### config.mk
export PLATFORM = sky130hd
export DESIGN_NAME = fsms_ctrl
export DESIGN_NICKNAME = d
export VERILOG_FILES = /design/src/sv/fsms_pkg.sv /design/src/sv/fsms_ctrl.sv
export SDC_FILE = /design/constraint.sdc
export NUM_CORES = 1
export LEC_CHECK = 0
export BUFFER_PORTS_ARGS = -buffer_cell sky130_fd_sc_hd__buf_2
export CAP_MARGIN = 15
export CORE_AREA = 2 2 39 41
export DETAILED_ROUTE_END_ITERATION = 10
export DIE_AREA = 0 0 41 43
export PLACE_DENSITY = 0.57
export SETUP_SLACK_MARGIN = 0.1
export SLEW_MARGIN = 20
export SYNTH_ARGS = -nofsm -noshare
export SYNTH_HDL_FRONTEND = slang
export SYNTH_SLANG_ARGS = --single-unit
### constraint.sdc
create_clock -name clk -period 4.2 [get_ports clk]
set_input_delay 0.21 -clock clk [delete_from_list [all_inputs] [get_ports clk]]
set_output_delay 0.21 -clock clk [all_outputs]
set_load 0.01 [all_outputs]
### src/sv/fsms_pkg.sv
// shared types, constants and character helpers for the subsequence match scorer
// no dependencies; used by fsms_ctrl, fsms_dp and the top level
package fsms_pkg;

  localparam int MAX_PATTERN = 16;
  localparam int MAX_TEXT    = 256;
  localparam int RAW_LIMIT   = (MAX_PATTERN < 16) ? MAX_PATTERN : 16;
  localparam int CNT_W       = $clog2(MAX_TEXT + 1);
  localparam int SL_W        = $clog2(MAX_PATTERN + 1);
  localparam int PI_W        = (MAX_PATTERN > 1) ? $clog2(MAX_PATTERN) : 1;
  localparam int SCORE_W     = 32;
  localparam int OUT_W       = 30;

  typedef logic signed [SCORE_W-1:0] score_t;

  localparam score_t SCORE_MIN   = -score_t'(536870912);
  localparam score_t SCORE_NEVER = -score_t'(1073741824);

  localparam logic [1:0] CLS_OTHER = 2'd0;
  localparam logic [1:0] CLS_LOWER = 2'd1;
  localparam logic [1:0] CLS_UPPER = 2'd2;

  localparam logic [1:0] ROLE_NONE = 2'd0;
  localparam logic [1:0] ROLE_TAIL = 2'd1;
  localparam logic [1:0] ROLE_HEAD = 2'd2;

  localparam logic [1:0] CFG_PAT_LO  = 2'd0;
  localparam logic [1:0] CFG_PAT_HI  = 2'd1;
  localparam logic [1:0] CFG_PAT_LEN = 2'd2;
  localparam logic [1:0] CFG_CASE    = 2'd3;

  localparam logic [1:0] CASE_INSENS = 2'd0;
  localparam logic [1:0] CASE_SMART  = 2'd1;

  localparam logic [7:0] CHAR_SPACE = 8'h20;

  // controller to datapath
  typedef struct packed {
    logic cap;
    logic scan_clr;
    logic load_en;
    logic init_en;
    logic step_en;
    logic final_en;
    logic out_load;
  } fsms_cmd_t;

  // datapath to controller
  typedef struct packed {
    logic raw_empty;
    logic scan_last;
    logic cnt_zero;
    logic item_empty;
    logic item_last;
  } fsms_sts_t;

  function automatic logic [1:0] class_of(input logic [7:0] c);
    logic [1:0] r;
    r = CLS_OTHER;
    if (c >= 8'h61 && c <= 8'h7a) r = CLS_LOWER;
    else if (c >= 8'h41 && c <= 8'h5a) r = CLS_UPPER;
    return r;
  endfunction

  function automatic logic [7:0] fold(input logic [7:0] c);
    return (c >= 8'h41 && c <= 8'h5a) ? c + 8'd32 : c;
  endfunction

  function automatic logic [1:0] role_of(input logic [1:0] pre, input logic [1:0] cur,
                                         input logic [1:0] suc);
    logic [1:0] r;
    if (cur == CLS_OTHER) r = ROLE_NONE;
    else if (pre == CLS_OTHER ||
             (cur == CLS_UPPER && (pre == CLS_LOWER || suc == CLS_LOWER))) r = ROLE_HEAD;
    else r = ROLE_TAIL;
    return r;
  endfunction

endpackage

### src/sv/fsms_ctrl.sv
// sequencing state machine for the subsequence match scorer
// depends on fsms_pkg; drives commands into fsms_dp and owns the result valid
module fsms_ctrl import fsms_pkg::*; (
  input  logic      clk,
  input  logic      rst_n,
  input  logic      in_valid,
  output logic      in_stall,
  input  logic      in_empty_text,
  output logic      out_valid,
  input  logic      out_stall,
  input  fsms_sts_t sts,
  output fsms_cmd_t cmd
);

  typedef enum logic [5:0] {
    ST_IDLE   = 6'b000001,
    ST_LOAD   = 6'b000010,
    ST_INIT   = 6'b000100,
    ST_STEP   = 6'b001000,
    ST_FINAL  = 6'b010000,
    ST_RESULT = 6'b100000
  } state_t;

  state_t state_r, state_nxt;
  logic   out_valid_r, out_valid_nxt;
  logic   accept;

  assign in_stall  = (state_r != ST_IDLE);
  assign out_valid = out_valid_r;
  assign accept    = in_valid && (state_r == ST_IDLE);

  // next state and commands
  always_comb begin
    state_nxt = state_r;
    cmd       = '0;
    case (state_r)
      ST_IDLE: begin
        if (accept) begin
          cmd.cap = 1'b1;
          if (in_empty_text || sts.cnt_zero) begin
            cmd.scan_clr = 1'b1;
            state_nxt    = sts.raw_empty ? ST_INIT : ST_LOAD;
          end else begin
            state_nxt = ST_STEP;
          end
        end
      end
      ST_LOAD: begin
        cmd.load_en = 1'b1;
        if (sts.scan_last) state_nxt = ST_INIT;
      end
      ST_INIT: begin
        cmd.init_en = 1'b1;
        state_nxt   = sts.item_empty ? ST_RESULT : ST_STEP;
      end
      ST_STEP: begin
        cmd.step_en = 1'b1;
        state_nxt   = sts.item_last ? ST_FINAL : ST_IDLE;
      end
      ST_FINAL: begin
        cmd.final_en = 1'b1;
        state_nxt    = ST_RESULT;
      end
      ST_RESULT: begin
        if (!out_valid_r || !out_stall) begin
          cmd.out_load = 1'b1;
          state_nxt    = ST_IDLE;
        end
      end
      default: state_nxt = ST_IDLE;
    endcase
  end

  // result valid
  always_comb begin
    out_valid_nxt = out_valid_r;
    if (out_valid_r && !out_stall) out_valid_nxt = 1'b0;
    if (cmd.out_load) out_valid_nxt = 1'b1;
  end

  always_ff @(posedge clk) begin
    if (!rst_n) begin
      state_r     <= ST_IDLE;
      out_valid_r <= 1'b0;
    end else begin
      state_r     <= state_nxt;
      out_valid_r <= out_valid_nxt;
    end
  end

endmodule

==> impl_metrics.yaml <==
run_status:
  status: "finished clean"
setup_path:
  rrSetupSlack_ns: 2.37
  crit-reg2reg-launch: "state_r[1]"
  r2r_cells: 4
  endpoint_kind: "output port"
  worst-setup-path-type: "reg2out"
  cp-start-kind: "register"
  required_ns: 3.99
  worstPathMaxFanout: 7
  r2r_end: "state_r[4]"
  cp.arrival_ns: 1.83
cts:
  cts_hold_buf: 0
  cts_tree: "yes"
  post-cts-setup-buffers: 0
  numClockSinks: 7
  ctsResizeCount: 0
  numCtsBuffers: 3
  cts_max_path_buffers: 2
  root_buffer: "clkbuf_4"
  htreeDepth: 1
  clkTransAtPathRegs_ns: 0.05
  clock_latency_ns: 0.25
global_routing:
  grt_max_degree: 11
  grt_pass1_wl_mm: 1.71
  grt_pass1_vias: 413
  grt_use_total_pct: 14.5
  grt_overflow: 0
  antenna_found_initial: 0
floorplanning:
  io_pins: 19
  rows: 14
  initial_core_util_pct: 33.3
  die_area_mm2: 0.00176
  dieHeight_um: 43
  coreArea_mm2: 0.00138
  die_w_um: 41
detailed_routing:
  vias: 489
  drc_errors: 0
  wl_per_cell_um: 12.4
  antenna_left: 0
  drtIter0Drc: 8
  drt-total-wl_mm: 1.09
  first_pass_iters: 4
  via_per_inst: 5.56
placement:
  dp_hpwl_um: 845
  pre_cts_ws_ns: 2.38
  port_buffers: 18
  place_congestion: 0.800
  dp.cells: 84
  place_area_um2: 558
worst_hold_path:
  hold_start: "sts[3]"
  whs_path_depth: 3
  worstHoldPathType: "in2reg"
  min_to: "state_r[2]"
sta:
  finClkSkew_ns: 0.00166
  grt_setup_unrepaired: "false"
  slew_headroom_pct: 63.6
  max_freq_ghz: 0.490
  hold_slack_ns: 0.221
  hold_violations: 0
  fin_ws_ns: 2.16
  setup_viol: 0
  tns_ns: 0
  period_needed_ns: 2.04
  fin_crit_sh_pct: 48.6
  maxSlewViolCount: 0
  worst_pin_slew_ns: 0.540
layout:
  design_area_um2: 584
  final_cell_mix: "buf_2, dfxtp_1, nor2_1"
  area_growth_pct: 26.9
  utilization_pct: 42.2
  nFillCells: 139
  final_common_cell: "buf_2"
  layout-drive-gt1-share_pct: 40.3
  stdcell_count: 88
  diodes: 0
  nNetsFinal: 83
synthesis:
  yosys_warnings: 0
  ys_ff_latch: 7
  avgSynthCellArea_um2: 8.85
  synth_fp_nets: 62
  syn_area_um2: 460
  synth.yosys.seq_area_share_pct: 30.4
  syn_inst: 52
  yosysUniqueCellTypes: 34
power:
  p_total_uw: 287
  ir_drop_mv: 0.246
  clkPwrFrac_pct: 22.0
  p_per_area_mw_per_mm2: 492
  power_frac_seq_pct: 33.4
  switchingPower_uw: 109
  p_sw_share_pct: 37.9
  combPwrFrac_pct: 44.6
  power.leakage_nw: 0.265
  p_int_uw: 178
flow_run:
  cap_violations: 0
[critical path: stages, from the launching register on]
cell     delay [ns]
dfxtp_1        0.37
or4b_4         0.56
nor3_2         0.22
and2_1         0.18
nor2b_1        0.12
buf_2          0.13
[sequential cells by signal (all words and copies together) (netlist names)]
| name | cells |
|---|---|
| state_r | 6 |
| out_valid | 1 |
[power by group through the flow]
stage               clock, mW  combinational (mW)  sequential (mW)
CTS                    0.0646               0.129           0.0956
global placement            0               0.128           0.0971
detailed placement          0               0.128           0.0969
finish                 0.0632               0.128           0.0960
global route           0.0688               0.142           0.0986
floorplan                   0              0.0986           0.0912
[kinds of logic (layout without fill, tap and decap cells)]
logic type             Yosys count  in the layout  synth area share (%)
AND/OR/NAND/NOR                 25             25                  37.5
AO/OA/AOI/OAI                   14             14                  25.0
flip-flops                       7              7                  30.4
buffers and inverters            5             25                  5.16
XOR/XNOR                         1              1                  1.90
[area by class of cell]
cell class / instances / area (um2) / area share [%]
multi-input combinational: 40 / 297 / 50.7
clock buffer: 4 / 26.3 / 4.50
sequential: 7 / 140 / 24.0
inverter: 3 / 11.3 / 1.93
tap: 16 / 20.0 / 3.43
timing repair buffer: 18 / 90.1 / 15.4
[cells in the mapped netlist]
master,n,area share [%]
nand2_1,3,2.4
a311oi_1,1,1.9
nor3_2,1,2.2
or4b_2,1,2.2
and3_1,1,1.4
nor2_1,4,3.3
o21a_1,1,1.6
nor3b_2,1,2.7
a21oi_1,3,3.3
and2_1,1,1.4
o211a_2,1,2.2
dfxtp_1,7,30
o21ai_0,1,1.1
inv_1,3,2.4
o41ai_2,1,3.5
a21boi_0,1,1.6
a211oi_2,1,2.7
nor2b_1,1,1.4
a22o_1,1,1.9
nor4_1,1,1.4
xor2_1,1,1.9
nor4b_1,1,1.9
a2bb2oi_1,1,1.9
and4_1,1,1.9
or4_4,1,2.4
or3_1,1,1.4
buf_4,1,1.6
or4b_4,1,3.0
nor3_1,2,2.2
nand3b_1,2,3.3
or4_1,1,1.6
o211ai_1,2,3.3
or2b_1,1,1.6
buf_2,1,1.1
[per-layer routing]
metal	share of wire, %	GRT usage [%]	wire length, um
met5	0	0	0
met4	0	4.00	0
met3	9.3	7.85	102
met2	45	19.1	488
met1	46	20.1	503
[how the worst max path moves through the flow]
stage | cells after the start | to | from
after floorplan | 5 | state_r[4] | state_r[3]
after global placement | 4 | state_r[4] | state_r[4]
after detailed placement | 4 | state_r[4] | state_r[1]
after CTS | 5 | cmd[5] | state_r[1]
after global routing | 5 | cmd[5] | state_r[1]
final | 5 | cmd[5] | state_r[1]
Note: power is estimated with default switching activity, not from simulation.
